$ cat src/sv/tvdds_pkg.sv
// ----------------------------------------------------------------------------
// tvdds_pkg: shared types and constants of the two-voice DDS note player
// Register indexes, fixed field widths and the bundles passed between units.
// ----------------------------------------------------------------------------
package tvdds_pkg;

  // Fixed field widths
  localparam int unsigned PitchW = 8;
  localparam int unsigned DurW   = 8;
  localparam int unsigned IncW   = 16;
  localparam int unsigned HoldW  = 14;
  localparam int unsigned WaitW  = 16;
  localparam int unsigned IndexW = 10;
  localparam int unsigned CfgIdxW  = 3;
  localparam int unsigned CfgDataW = 16;

  // Configuration register indexes
  localparam logic [CfgIdxW-1:0] RegDurationScale = 3'd0;
  localparam logic [CfgIdxW-1:0] RegVoiceHold     = 3'd1;
  localparam logic [CfgIdxW-1:0] RegLoopPause     = 3'd2;
  localparam logic [CfgIdxW-1:0] RegLowLimit      = 3'd3;
  localparam logic [CfgIdxW-1:0] RegHighLimit     = 3'd4;

  // Reset values of the configuration registers
  localparam logic [7:0]        RstDurationScale = 8'd230;
  localparam logic [HoldW-1:0]  RstVoiceHold     = 14'd6000;
  localparam logic [WaitW-1:0]  RstLoopPause     = 16'd60000;
  localparam logic [PitchW-1:0] RstLowLimit      = 8'd80;
  localparam logic [PitchW-1:0] RstHighLimit     = 8'd96;

  // Pitch codes
  localparam logic [PitchW-1:0] EndPitch      = 8'd0;
  localparam logic [PitchW-1:0] MinTunedPitch = 8'd62;

  typedef struct packed {
    logic [7:0]        duration_scale;
    logic [HoldW-1:0]  voice_hold_ticks;
    logic [WaitW-1:0]  loop_pause_ticks;
    logic [PitchW-1:0] low_voice_limit;
    logic [PitchW-1:0] high_voice_limit;
  } cfg_t;

  // Retune request from the sequencer to one voice
  typedef struct packed {
    logic             load;
    logic [IncW-1:0]  inc;
    logic [HoldW-1:0] hold;
  } tune_t;

endpackage

$ cat src/sv/tvdds_if.sv
// ----------------------------------------------------------------------------
// tvdds_if: valid/ready channels of the note player
// One channel carries the song entry of a tick, the other the tick's result.
// ----------------------------------------------------------------------------
interface tvdds_in_if;
  logic        valid;
  logic        ready;
  logic [7:0]  song_pitch;
  logic [7:0]  song_duration;
  logic [15:0] song_increment;

  modport source (output valid, song_pitch, song_duration, song_increment, input ready);
  modport sink   (input valid, song_pitch, song_duration, song_increment, output ready);
endinterface

interface tvdds_out_if;
  logic       valid;
  logic       ready;
  logic       voice_a_level;
  logic       voice_b_level;
  logic [9:0] next_song_index;

  modport source (output valid, voice_a_level, voice_b_level, next_song_index, input ready);
  modport sink   (input valid, voice_a_level, voice_b_level, next_song_index, output ready);
endinterface

$ cat src/sv/tvdds_seq.sv
// ----------------------------------------------------------------------------
// tvdds_seq: song sequencer
// Wait countdown, song position and retune decisions for both voices.
// ----------------------------------------------------------------------------
module tvdds_seq
  import tvdds_pkg::*;
#(
  parameter int unsigned SONG_LENGTH = 1024,
  parameter int unsigned PosW = (SONG_LENGTH > 1) ? $clog2(SONG_LENGTH) : 1
) (
  input  logic              clk_i,
  input  logic              rst_ni,
  input  logic              step_i,
  input  cfg_t              cfg_i,
  input  logic [PitchW-1:0] pitch_i,
  input  logic [DurW-1:0]   dur_i,
  input  logic [IncW-1:0]   inc_i,
  output tune_t             tune_a_o,
  output tune_t             tune_b_o,
  output logic [PosW-1:0]   pos_o
);

  localparam logic [PosW:0] LastPos = (PosW+1)'(SONG_LENGTH - 1);

  logic [WaitW-1:0] wait_q, wait_d;
  logic [PosW-1:0]  pos_q, pos_d;
  logic             taken, tuned, to_b, to_a;
  logic [15:0]      dur_prod;

  assign taken    = (wait_q == '0);
  assign tuned    = (pitch_i >= MinTunedPitch);
  assign to_b     = tuned && (pitch_i < cfg_i.low_voice_limit);
  assign to_a     = tuned && !(pitch_i < cfg_i.low_voice_limit)
                    && (pitch_i < cfg_i.high_voice_limit);
  assign dur_prod = cfg_i.duration_scale * dur_i;

  always_comb begin
    wait_d = wait_q;
    pos_d  = pos_q;
    if (!taken) begin
      wait_d = wait_q - 1'b1;
    end else if (pitch_i == EndPitch) begin
      wait_d = cfg_i.loop_pause_ticks;
      pos_d  = '0;
    end else begin
      wait_d = dur_prod;
      // wrap after the last entry
      if ({1'b0, pos_q} >= LastPos) begin
        pos_d = '0;
      end else begin
        pos_d = pos_q + 1'b1;
      end
    end
  end

  assign tune_a_o = '{load: taken && to_a, inc: inc_i, hold: cfg_i.voice_hold_ticks};
  assign tune_b_o = '{load: taken && to_b, inc: inc_i, hold: cfg_i.voice_hold_ticks};
  assign pos_o    = pos_d;

  always_ff @(posedge clk_i or negedge rst_ni) begin
    if (!rst_ni) begin
      wait_q <= '0;
      pos_q  <= '0;
    end else if (step_i) begin
      wait_q <= wait_d;
      pos_q  <= pos_d;
    end
  end

endmodule

$ cat src/sv/tvdds_voice.sv
// ----------------------------------------------------------------------------
// tvdds_voice: one DDS square-wave voice
// Phase accumulator with a hold countdown; level compares phase to 4x hold.
// ----------------------------------------------------------------------------
module tvdds_voice
  import tvdds_pkg::*;
#(
  parameter int unsigned PHASE_BITS = 17
) (
  input  logic  clk_i,
  input  logic  rst_ni,
  input  logic  step_i,
  input  tune_t tune_i,
  output logic  level_o
);

  localparam int unsigned CmpW = (PHASE_BITS > HoldW + 2) ? PHASE_BITS : HoldW + 2;

  logic [PHASE_BITS-1:0] phase_q, phase_d;
  logic [IncW-1:0]       inc_q, inc_cur;
  logic [HoldW-1:0]      hold_q, hold_cur, hold_d;
  logic                  active;

  // a retune in this tick already takes effect
  assign inc_cur  = tune_i.load ? tune_i.inc : inc_q;
  assign hold_cur = tune_i.load ? tune_i.hold : hold_q;
  assign active   = (hold_cur != '0);

  always_comb begin
    phase_d = phase_q;
    hold_d  = hold_cur;
    level_o = 1'b0;
    if (active) begin
      phase_d = phase_q + PHASE_BITS'(inc_cur);
      level_o = (CmpW'(phase_d) > CmpW'({hold_cur, 2'b00}));
      hold_d  = hold_cur - 1'b1;
    end
  end

  always_ff @(posedge clk_i or negedge rst_ni) begin
    if (!rst_ni) begin
      phase_q <= '0;
      inc_q   <= '0;
      hold_q  <= '0;
    end else if (step_i) begin
      phase_q <= phase_d;
      inc_q   <= inc_cur;
      hold_q  <= hold_d;
    end
  end

endmodule

$ cat src/sv/two_voice_dds_note_player_core.sv
// ----------------------------------------------------------------------------
// two_voice_dds_note_player_core: two-voice DDS square-wave note player
// Plays a song one audio tick per beat, retuning two square-wave voices.
// ----------------------------------------------------------------------------
//
//  channel | dir | payload                                          | beat
//  --------+-----+--------------------------------------------------+----------------
//  in_s    | in  | song_pitch, song_duration, song_increment        | one audio tick
//  out_s   | out | voice_a_level, voice_b_level, next_song_index    | one tick result
//  cfg     | in  | cfg_we_i, cfg_idx_i, cfg_wdata_i                 | one register write
//
//  An input beat is held in the input register, then passes through the
//  sequencer and voice logic into the result register. One beat per cycle
//  is sustained in both directions while the output does not stall.
//  A stalled output holds the result register; the input register keeps
//  taking beats until it is also occupied, then ready drops.
//  Reset clears the song state, both voices and the config registers to their
//  defaults; no clearing pass is needed.
//
module two_voice_dds_note_player_core
  import tvdds_pkg::*;
#(
  parameter int unsigned SONG_LENGTH = 1024,
  parameter int unsigned PHASE_BITS  = 17
) (
  input  logic                clk_i,
  input  logic                rst_ni,
  tvdds_in_if.sink            in_s,
  tvdds_out_if.source         out_s,
  input  logic                cfg_we_i,
  input  logic [CfgIdxW-1:0]  cfg_idx_i,
  input  logic [CfgDataW-1:0] cfg_wdata_i
);

  localparam int unsigned PosW = (SONG_LENGTH > 1) ? $clog2(SONG_LENGTH) : 1;
  localparam int unsigned ExtW = (PosW > IndexW) ? PosW : IndexW;

  // ---------------------------------------------------------------------------
  // Configuration registers
  // ---------------------------------------------------------------------------
  cfg_t cfg_q;

  always_ff @(posedge clk_i or negedge rst_ni) begin
    if (!rst_ni) begin
      cfg_q.duration_scale   <= RstDurationScale;
      cfg_q.voice_hold_ticks <= RstVoiceHold;
      cfg_q.loop_pause_ticks <= RstLoopPause;
      cfg_q.low_voice_limit  <= RstLowLimit;
      cfg_q.high_voice_limit <= RstHighLimit;
    end else if (cfg_we_i) begin
      case (cfg_idx_i)
        RegDurationScale: cfg_q.duration_scale   <= cfg_wdata_i[7:0];
        RegVoiceHold:     cfg_q.voice_hold_ticks <= cfg_wdata_i[HoldW-1:0];
        RegLoopPause:     cfg_q.loop_pause_ticks <= cfg_wdata_i[WaitW-1:0];
        RegLowLimit:      cfg_q.low_voice_limit  <= cfg_wdata_i[PitchW-1:0];
        RegHighLimit:     cfg_q.high_voice_limit <= cfg_wdata_i[PitchW-1:0];
        default: ;  // unknown index: drop the write
      endcase
    end
  end

  // ---------------------------------------------------------------------------
  // Input register
  // ---------------------------------------------------------------------------
  logic              in_valid_q;
  logic [PitchW-1:0] pitch_q;
  logic [DurW-1:0]   dur_q;
  logic [IncW-1:0]   inc_q;
  logic              res_valid_q;
  logic              advance, fire, in_take;

  // the result register can take a new tick when empty or being drained
  assign advance   = !res_valid_q || out_s.ready;
  assign fire      = in_valid_q && advance;
  assign in_s.ready = !in_valid_q || advance;
  assign in_take   = in_s.valid && in_s.ready;

  always_ff @(posedge clk_i or negedge rst_ni) begin
    if (!rst_ni) begin
      in_valid_q <= 1'b0;
    end else if (in_take) begin
      in_valid_q <= 1'b1;
    end else if (fire) begin
      in_valid_q <= 1'b0;
    end
  end

  always_ff @(posedge clk_i) begin
    if (in_take) begin
      pitch_q <= in_s.song_pitch;
      dur_q   <= in_s.song_duration;
      inc_q   <= in_s.song_increment;
    end
  end

  // ---------------------------------------------------------------------------
  // Tick logic: sequencer and two voices, committed on fire
  // ---------------------------------------------------------------------------
  tune_t           tune_a, tune_b;
  logic [PosW-1:0] pos_next;
  logic            level_a, level_b;
  logic [ExtW-1:0] pos_ext;

  tvdds_seq #(
    .SONG_LENGTH (SONG_LENGTH),
    .PosW        (PosW)
  ) u_seq (
    .clk_i    (clk_i),
    .rst_ni   (rst_ni),
    .step_i   (fire),
    .cfg_i    (cfg_q),
    .pitch_i  (pitch_q),
    .dur_i    (dur_q),
    .inc_i    (inc_q),
    .tune_a_o (tune_a),
    .tune_b_o (tune_b),
    .pos_o    (pos_next)
  );

  tvdds_voice #(.PHASE_BITS (PHASE_BITS)) u_voice_a (
    .clk_i   (clk_i),
    .rst_ni  (rst_ni),
    .step_i  (fire),
    .tune_i  (tune_a),
    .level_o (level_a)
  );

  tvdds_voice #(.PHASE_BITS (PHASE_BITS)) u_voice_b (
    .clk_i   (clk_i),
    .rst_ni  (rst_ni),
    .step_i  (fire),
    .tune_i  (tune_b),
    .level_o (level_b)
  );

  // report the low index bits, zero-extended for short songs
  assign pos_ext = ExtW'(pos_next);

  // ---------------------------------------------------------------------------
  // Result register
  // ---------------------------------------------------------------------------
  logic              level_a_q, level_b_q;
  logic [IndexW-1:0] index_q;

  always_ff @(posedge clk_i or negedge rst_ni) begin
    if (!rst_ni) begin
      res_valid_q <= 1'b0;
    end else if (fire) begin
      res_valid_q <= 1'b1;
    end else if (out_s.ready) begin
      res_valid_q <= 1'b0;
    end
  end

  always_ff @(posedge clk_i) begin
    if (fire) begin
      level_a_q <= level_a;
      level_b_q <= level_b;
      index_q   <= pos_ext[IndexW-1:0];
    end
  end

  assign out_s.valid           = res_valid_q;
  assign out_s.voice_a_level   = level_a_q;
  assign out_s.voice_b_level   = level_b_q;
  assign out_s.next_song_index = index_q;

  // ---------------------------------------------------------------------------
  // Assertions
  // ---------------------------------------------------------------------------
  // song position never leaves the song
  a_pos_range: assert property (@(posedge clk_i) disable iff (!rst_ni)
    (32'(pos_next) <= SONG_LENGTH - 1))
    else $error("song position beyond song length");

  // a full input register facing a stalled result must not take a beat
  a_no_overrun: assert property (@(posedge clk_i) disable iff (!rst_ni)
    (in_valid_q && res_valid_q && !out_s.ready) |-> !in_s.ready)
    else $error("input register overrun under stall");

  // every committed tick shows up as a result
  a_fire_result: assert property (@(posedge clk_i) disable iff (!rst_ni)
    fire |=> res_valid_q)
    else $error("committed tick lost");

  // the two voices are never retuned by the same entry
  a_one_retune: assert property (@(posedge clk_i) disable iff (!rst_ni)
    fire |-> !(tune_a.load && tune_b.load))
    else $error("both voices retuned in one tick");

endmodule

$ cat src/flat_wrapper.sv
// flat-port wrapper written by rule: the top's interface ports become plain ports
module two_voice_dds_note_player_core_flat import tvdds_pkg::*;
#(
  parameter int unsigned SONG_LENGTH = 1024,
  parameter int unsigned PHASE_BITS  = 17
)
  (clk_i, rst_ni, cfg_we_i, cfg_idx_i, cfg_wdata_i, in_s_valid, in_s_song_pitch, in_s_song_duration, in_s_song_increment, in_s_ready, out_s_valid, out_s_voice_a_level, out_s_voice_b_level, out_s_next_song_index, out_s_ready);
  tvdds_in_if in_s_i ();
  tvdds_out_if out_s_i ();
  input  logic clk_i;
  input  logic rst_ni;
  input  logic cfg_we_i;
  input  logic [CfgIdxW-1:0] cfg_idx_i;
  input  logic [CfgDataW-1:0] cfg_wdata_i;
  input wire logic [$bits(in_s_i.valid)-1:0] in_s_valid;
  input wire logic [$bits(in_s_i.song_pitch)-1:0] in_s_song_pitch;
  input wire logic [$bits(in_s_i.song_duration)-1:0] in_s_song_duration;
  input wire logic [$bits(in_s_i.song_increment)-1:0] in_s_song_increment;
  output wire logic [$bits(in_s_i.ready)-1:0] in_s_ready;
  output wire logic [$bits(out_s_i.valid)-1:0] out_s_valid;
  output wire logic [$bits(out_s_i.voice_a_level)-1:0] out_s_voice_a_level;
  output wire logic [$bits(out_s_i.voice_b_level)-1:0] out_s_voice_b_level;
  output wire logic [$bits(out_s_i.next_song_index)-1:0] out_s_next_song_index;
  input wire logic [$bits(out_s_i.ready)-1:0] out_s_ready;
  assign in_s_i.valid = in_s_valid;
  assign in_s_i.song_pitch = in_s_song_pitch;
  assign in_s_i.song_duration = in_s_song_duration;
  assign in_s_i.song_increment = in_s_song_increment;
  assign in_s_ready = in_s_i.ready;
  assign out_s_valid = out_s_i.valid;
  assign out_s_voice_a_level = out_s_i.voice_a_level;
  assign out_s_voice_b_level = out_s_i.voice_b_level;
  assign out_s_next_song_index = out_s_i.next_song_index;
  assign out_s_i.ready = out_s_ready;
  two_voice_dds_note_player_core #(.SONG_LENGTH(SONG_LENGTH), .PHASE_BITS(PHASE_BITS)) u_core (.clk_i(clk_i), .rst_ni(rst_ni), .in_s(in_s_i), .out_s(out_s_i), .cfg_we_i(cfg_we_i), .cfg_idx_i(cfg_idx_i), .cfg_wdata_i(cfg_wdata_i));
endmodule
$ cat config.mk
export PLATFORM = sky130hd
export DESIGN_NAME = two_voice_dds_note_player_core_flat
export DESIGN_NICKNAME = d
export VERILOG_FILES = /design/src/sv/tvdds_pkg.sv /design/src/sv/tvdds_if.sv /design/src/sv/tvdds_seq.sv /design/src/sv/tvdds_voice.sv /design/src/sv/two_voice_dds_note_player_core.sv /design/src/flat_wrapper.sv
export SDC_FILE = /design/constraint.sdc
export NUM_CORES = 1
export LEC_CHECK = 0
export BUFFER_PORTS_ARGS = -buffer_cell sky130_fd_sc_hd__buf_2
export CORE_MARGIN = 2
export CORE_UTILIZATION = 63
export CTS_CLUSTER_DIAMETER = 30
export DETAILED_ROUTE_END_ITERATION = 8
export PLACE_DENSITY = 0.83
export SLEW_MARGIN = 20
export SYNTH_ARGS = -nofsm -noshare
export SYNTH_HDL_FRONTEND = slang
export SYNTH_SLANG_ARGS = --single-unit
$ cat constraint.sdc
create_clock -name clk_i -period 6.75 [get_ports clk_i]
set_input_delay 0.675 -clock clk_i [delete_from_list [all_inputs] [get_ports clk_i]]
set_output_delay 0.675 -clock clk_i [all_outputs]
set_load 0.02 [all_outputs]
; ---- After elaboration in Yosys (flattened, before gate mapping)
; Cells that the tools add are included.
[word_totals]
ff_bits = 220
input_bits = 56
out_inout_bits = 14
[classes]
addsub = 6
mul = 1
magnitude_cmp = 6
eq_ne = 4
n_mux = 15
n_reduce_logical = 26
[op_table]
columns = op, n
row1 = two-way mux 16 bit, 4
row2 = two-way mux 14 bit, 4
row3 = adder 17 x 16 -> 17 bit, 2
row4 = greater-than comparator 17 x 16 -> 1 bit, 2
row5 = two-way mux 10 bit, 3
row6 = nonzero test 14 bit, 2
row7 = "subtractor 14 x 1 -> 14 bit, second input constant", 2
row8 = logical NOT 16 bit, 1
row9 = less-than comparator 8 bit, 2
row10 = multiplier 8 x 8 -> 16 bit, 1
row11 = "subtractor 16 x 1 -> 16 bit, second input constant", 1
row12 = AND reduction 2 bit, 7
row13 = "adder 10 x 1 -> 10 bit, second input constant", 1
row14 = ">= comparator 10 bit, second input constant", 1
row15 = ">= comparator 8 x 6 -> 1 bit, second input constant", 1
row16 = logical NOT 8 bit, 1
row17 = logical AND 1 bit, 7
row18 = "equality test 3 x 2 -> 1 bit, second input constant", 2
row19 = two-way mux 1 bit, 4
row20 = nonzero test 2 bit, 2
row21 = "equality test 3 x 1 -> 1 bit, second input constant", 1
row22 = "equality test 3 bit, second input constant", 1
row23 = logical NOT 1 bit, 3
row24 = logical NOT 3 bit, 1
row25 = logical OR 1 bit, 2

; ---- Logic depth before layout (Yosys ltp)
[depth]
ltp_word = 8
ltp_mapped = 28
mapped_depth_nobuf = 25

; ---- Modules after synthesis
; From an unflattened synthesis, not the netlist that was laid out.
[unflattened]
cells_unflattened = 1451
hier_area_um2 = 15471.1
[by_module_without_submodules]
columns = module, n_inst, cells_each, area_per_inst_um2, seq_area_each_um2
row1 = tvdds_seq, 1, 584, 4730.8, 650.6
row2 = tvdds_voice at u_core.u_voice_b, 1, 345, 3662.3, 1176.1
row3 = tvdds_voice at u_core.u_voice_a, 1, 352, 3574.7, 1176.1
row4 = two_voice_dds_note_player_core, 1, 170, 3503.4, 2751.4

; ---- Worst setup path before layout
; OpenSTA, ideal clock, no wires.
[synth_path]
kind = register to register
startpoint = reg u_core.pitch_q[2]
endpoint = reg u_core.level_b_q, in the netlist u_core.out_s.voice_b_level, data pin
setup_ns = 0.254
arrival_ns = 5.400
required_time_ns = 6.496
slack_ns = 1.096
stages_incl_launch_ff = 28
n_path_buf = 3
synth_period_minus_slack_ns = 5.654
path_cell_list = edfxtp_1 > ha_1 > a211oi_1 > o21ai_0 > a21oi_1 > nand2_2 > buf_2 > clkbuf_1 > clkbuf_1 > nand2_1 > nand2_1 > ha_1 > fa_1 > a211oi_1 > nor2_1 > o221a_2 > o21ai_0 > nand2_1 > a21oi_1 > xnor2_1 > ha_1 > a21o_1 > a21o_1 > a21oi_1 > nor2_1 > a2111oi_0 > a21oi_1 > o21a_1
[synth_between]
elab_chain_cells = 6
[synth_rtl]
columns = element, line
row1 = from (decl), two_voice_dds_note_player_core.sv:66  ; logic [PitchW-1:0] pitch_q;
row2 = from (signal assigned), two_voice_dds_note_player_core.sv:90  ; pitch_q <= in_s.song_pitch;
row3 = >= comparator 8 x 6 -> 1 bit / less-than comparator 8 bit (equally long branches), "tvdds_seq.sv:31, tvdds_seq.sv:32"
row4 = logical AND 1 bit (*), tvdds_seq.sv:32  ; assign to_b = tuned && (pitch_i < cfg_i.low_voice_limit);
row5 = logical AND 1 bit (*), tvdds_seq.sv:57  ; assign tune_b_o = '{load: taken && to_b, inc: inc_i, hold: cfg_i.voice_hold_ticks};
row6 = two-way mux 16 bit (*), tvdds_voice.sv:25  ; assign inc_cur = tune_i.load ? tune_i.inc : inc_q;
row7 = net u_core.u_voice_b.inc_cur[0], tvdds_voice.sv:20  ; logic [IncW-1:0] inc_q, inc_cur;
row8 = adder 17 x 16 -> 17 bit (*), tvdds_voice.sv:34  ; phase_d = phase_q + PHASE_BITS'(inc_cur);
row9 = greater-than comparator 17 x 16 -> 1 bit (*), tvdds_voice.sv:35  ; level_o = (CmpW'(phase_d) > CmpW'({hold_cur, 2'b00}));
row10 = to (signal assigned), two_voice_dds_note_player_core.sv:158  ; level_b_q <= level_b;
row11 = to (decl), two_voice_dds_note_player_core.sv:142  ; logic level_a_q, level_b_q;
; The timed path passes the listed nets; every way through them passes the cells marked *.
; A chain may end at the register's enable or synchronous reset.

; ---- Final worst setup path
[layout_path]
startpoint = reg u_core.pitch_q[2]
endpoint = reg u_core.level_a_q, in the netlist u_core.out_s.voice_a_level, data pin
[layout_between]
elab_chain_cells = 8
[layout_rtl]
columns = element, line
row1 = less-than comparator 8 bit, tvdds_seq.sv:33  ; assign to_a = tuned && !(pitch_i < cfg_i.low_voice_limit)
row2 = logical NOT 1 bit, tvdds_seq.sv:33
row3 = logical AND 1 bit, tvdds_seq.sv:33
row4 = logical AND 1 bit (*), tvdds_seq.sv:34  ; && (pitch_i < cfg_i.high_voice_limit);
row5 = logical AND 1 bit (*), tvdds_seq.sv:56  ; assign tune_a_o = '{load: taken && to_a, inc: inc_i, hold: cfg_i.voice_hold_ticks};
row6 = two-way mux 16 bit (*), tvdds_voice.sv:25
row7 = net u_core.u_voice_a.inc_cur[0], tvdds_voice.sv:20
row8 = adder 17 x 16 -> 17 bit (*), tvdds_voice.sv:34
row9 = greater-than comparator 17 x 16 -> 1 bit (*), tvdds_voice.sv:35
row10 = to (signal assigned), two_voice_dds_note_player_core.sv:157  ; level_a_q <= level_a;
row11 = to (decl), two_voice_dds_note_player_core.sv:142
; Marked as above.

==> impl_metrics.py <==
metrics = {
    "outcome": {
        "status": "finished clean",
    },
    "clock_tree": {
        "cts_tree": "yes",
        "post_cts_buffers": 0,
        "cts_made_buffers": 46,
        "ctsLongestPathBuffers": 3,
        "ctsHoldBuffers": 0,
        "cts-root-buf": "clkbuf_16",
        "clkSinkCount": 220,
        "cts-resized-gates": 0,
        "path_clk_slew_ns": 0.05,
        "clkLatencyLatePin_ns": 0.53,
        "cts_max_level": 2,
    },
    "sta": {
        "fin_ws_ns": 0.256,
        "hold_slack_ns": 0.284,
        "fin_tns_setup_ns": 0,
        "min_period_ns": 6.49,
        "period_share_pct": 96.2,
        "final_hold_viol_count": 0,
        "final_max_slew_viol_count": 0,
        "rsz0062_at_grt": "no",
        "tightest_slew_ns": 1.00,
        "setup_violations": 0,
        "max_freq_mhz": 154,
        "fin_worst_skew_ns": 0.0311,
        "maxSlewHeadroom_pct": 33.3,
    },
    "setup_path": {
        "path_cells": "ha_1, a211oi_1, o21ai_0, a21oi_1, nand4bb_2, mux2_2, ha_1, fa_1, a211oi_1, o21bai_1, o31ai_1, o21ai_0, a211oi_1, nor2_1, ha_1, a21o_1, a21o_1, a21oi_1, o21ai_0, o21ai_0, a21oi_1",
        "slowest_stage": "a21oi_1",
        "cp.required_ns": 6.99,
        "crit_arrival_ns": 6.74,
        "critPathKind": "reg -> reg",
        "cpPeakStageDelay_ns": 0.77,
        "path_max_fanout": 17,
        "start_kind": "flop",
        "critPathCaptureType": "flop",
        "cpMostUsedCell": "o21ai_0",
    },
    "finish": {
        "final_util_pct": 74.2,
        "layout_commonest_cell": "nand2_1",
        "syn_to_final_growth_pct": 15.0,
        "diodes": 0,
        "drive_gt1_share_pct": 18.9,
        "nets": 1802,
        "nFillCells": 1514,
        "final_cell_mix": "241 x nand2_1, 153 x dfrtp_1, 129 x nor2_1, 114 x ha_1, 101 x mux2_2",
    },
    "global_routing": {
        "overflow": 0,
        "grt_use_total_pct": 30.1,
        "grt_pass1_vias": 11988,
        "grt_pass1_wl_um": 59100,
        "antenna_found_initial": 0,
        "grt_max_degree": 106,
    },
    "worst_hold_path": {
        "min_path_type": "in -> async",
    },
    "power_and_ir_drop": {
        "swShare_pct": 38.1,
        "ir_drop_uv": 251,
        "switchingPower_mw": 2.93,
        "p_per_area_nw_per_um2": 456,
        "p_leak_nw": 7.90,
        "clkPwrFrac_pct": 29.4,
        "combPwrFrac_pct": 44.9,
        "p_seq_share_pct": 25.7,
        "intPower_mw": 4.76,
    },
    "placement": {
        "gp_congestion": 0.930,
        "portBuffers": 69,
        "dp_hpwl_um": 25000,
        "post-place-ws_ns": 0.662,
    },
    "synthesis": {
        "synth.area.top_cells": "dfrtp_1 26%, ha_1 9.7%, edfxtp_1 9.0%",
        "async_reset_ff_share_pct": 80.0,
        "synth_edf_count": 44,
        "yosysTopAreaCell": "dfrtp_1",
        "ys_ff_latch": 220,
        "seq_area_frac_synth_pct": 39.2,
        "syn_nets": 1724,
        "ys_warn_count": 0,
        "syn-cell-area_um2": 14700,
        "avgSynthCellArea_um2": 9.69,
        "syn_inst": 1516,
        "ys.flop_type": "dfrtp_1",
        "synth.distinct_cells": 77,
        "synth_top_area_share_pct": 26.1,
    },
    "drt": {
        "routed_wl_um": 35900,
        "vias": 11866,
        "drc": 0,
        "dr.first_iter.drc_count": 1042,
        "first_pass_iters": 8,
        "vias_per_cell": 6.10,
        "antenna_left": 0,
        "wl_per_cell_um": 18.5,
    },
    "floorplanning": {
        "die_x_um": 157,
        "initial_core_util_pct": 64.5,
        "num_rows": 55,
        "ioPinCount": 70,
        "die_h_um": 157,
        "dieArea_um2": 24500,
        "core_um2": 22800,
    },
    "job": {
        "drv_cap": 0,
    },
}
## sequential cells by signal, indices dropped and copies added (netlist names), 16 cells and up
register and cells:
u_core.u_voice_b.phase_q 17, u_core.u_voice_b.inc_q 16, u_core.u_voice_a.phase_q 17, u_core.u_voice_a.inc_q 16
u_core.inc_q 16, u_core.u_seq.wait_q 16, u_core.cfg_q 54
## power groups by stage
stage,clock [mW],sequential [mW],combinational [mW]
3_3_place_gp,0,1.96,3.20
2_1_floorplan,0,1.89,2.66
5_1_grt,2.35,2.01,3.90
6_report,2.26,1.98,3.45
4_1_cts,2.27,1.97,3.42
3_5_place_dp,0,1.98,3.36
## final timing paths
check,from,endpoint,slack [ns],cells past startpoint
max reg2reg,u_core.pitch_q[2],u_core.out_s.voice_a_level,0.26,21
min reg2reg,u_core.u_voice_a.inc_q[5],u_core.u_voice_a.inc_q[5],0.47,2
min in group clk_i,in_s_song_increment[2],u_core.inc_q[2],0.31,1
min,rst_ni,u_core.u_voice_b.inc_q[1],0.28,1
max,u_core.pitch_q[2],u_core.out_s.voice_a_level,0.26,21
max in group asynchronous,rst_ni,u_core.u_seq.wait_q[3],4.94,2
## through the flow
step / instance area [µm²] / std cells / power (mW)
5_1_grt: 16900 / 1945 / 8.26
4_1_cts: 16900 / 1945 / 7.66
3_3_place_gp: 15300 / 1859 / 5.16
3_5_place_dp: 15300 / 1859 / 5.34
2_1_floorplan: 14700 / 1516 / 4.54
6_report: 16900 / 1945 / 7.70
## kinds of logic after synthesis
group	after synthesis	synth area share, %
multiplexers	144	11.0
flip-flops	220	39.2
XOR/XNOR	54	3.22
AO/OA/AOI/OAI	253	10.6
buffers and inverters	129	3.49
adder cells (fa/ha/maj)	152	14.9
AND/OR/NAND/NOR	564	17.7
## worst max-delay path, delay by kind of cell (launching register included)
kind	cells	cell delay, ns
compound gates	14	3.34
fa+ha+maj	4	1.34
flops	1	0.43
mux	1	0.42
simple gates	2	0.66
## metal layers
layer	part of all wire (%)	vias to the layer above	track usage, %	wire length (µm)
met5	0	-	0	0
met4	2.6	0	10.6	952
met3	6.9	86	5.62	2470
met2	48	478	50.0	17100
met1	43	5806	39.7	15400
li1	-	5496	-	-
## final cells by class
class                           instances  area (µm²)  share of cell area [%]
Tap cell                              313         392                    2.32
Inverter                               80         300                    1.78
Multi-Input combinational cell       1167        8430                    49.9
Clock buffer                           63        1340                    7.93
Sequential cell                       220        5750                    34.1
Clock inverter                         23         245                    1.45
Timing Repair Buffer                   79         427                    2.53
## Yosys cell counts, types with 3 or more instances
| cell | n |
|---|---|
| a32oi_1 | 3 |
| nor3b_1 | 6 |
| o21a_1 | 12 |
| a211o_1 | 3 |
| a31oi_1 | 5 |
| and2_1 | 36 |
| and3_1 | 12 |
| nor2b_1 | 10 |
| a41oi_1 | 4 |
| or2_2 | 3 |
| xor2_1 | 19 |
| o311ai_0 | 3 |
| edfxtp_1 | 44 |
| inv_1 | 79 |
| nor4_1 | 17 |
| o21ai_0 | 94 |
| clkbuf_1 | 30 |
| o21ai_1 | 3 |
| dfstp_2 | 23 |
| or3_1 | 9 |
| o211ai_1 | 3 |
| ha_1 | 114 |
| buf_1 | 7 |
| nand4_1 | 12 |
| a21oi_1 | 58 |
| nor2_1 | 129 |
| mux2_4 | 6 |
| a211oi_1 | 15 |
| fa_1 | 38 |
| o22ai_1 | 3 |
| xnor2_1 | 35 |
| o31ai_1 | 10 |
| nor3_1 | 33 |
| buf_2 | 10 |
| or4_1 | 3 |
| mux2_2 | 101 |
| a21o_1 | 12 |
| nand2_1 | 242 |
| dfrtp_1 | 153 |
| nand2b_1 | 13 |
| mux2i_1 | 36 |
| nand3_1 | 24 |
(Power assumes the default switching activity.)
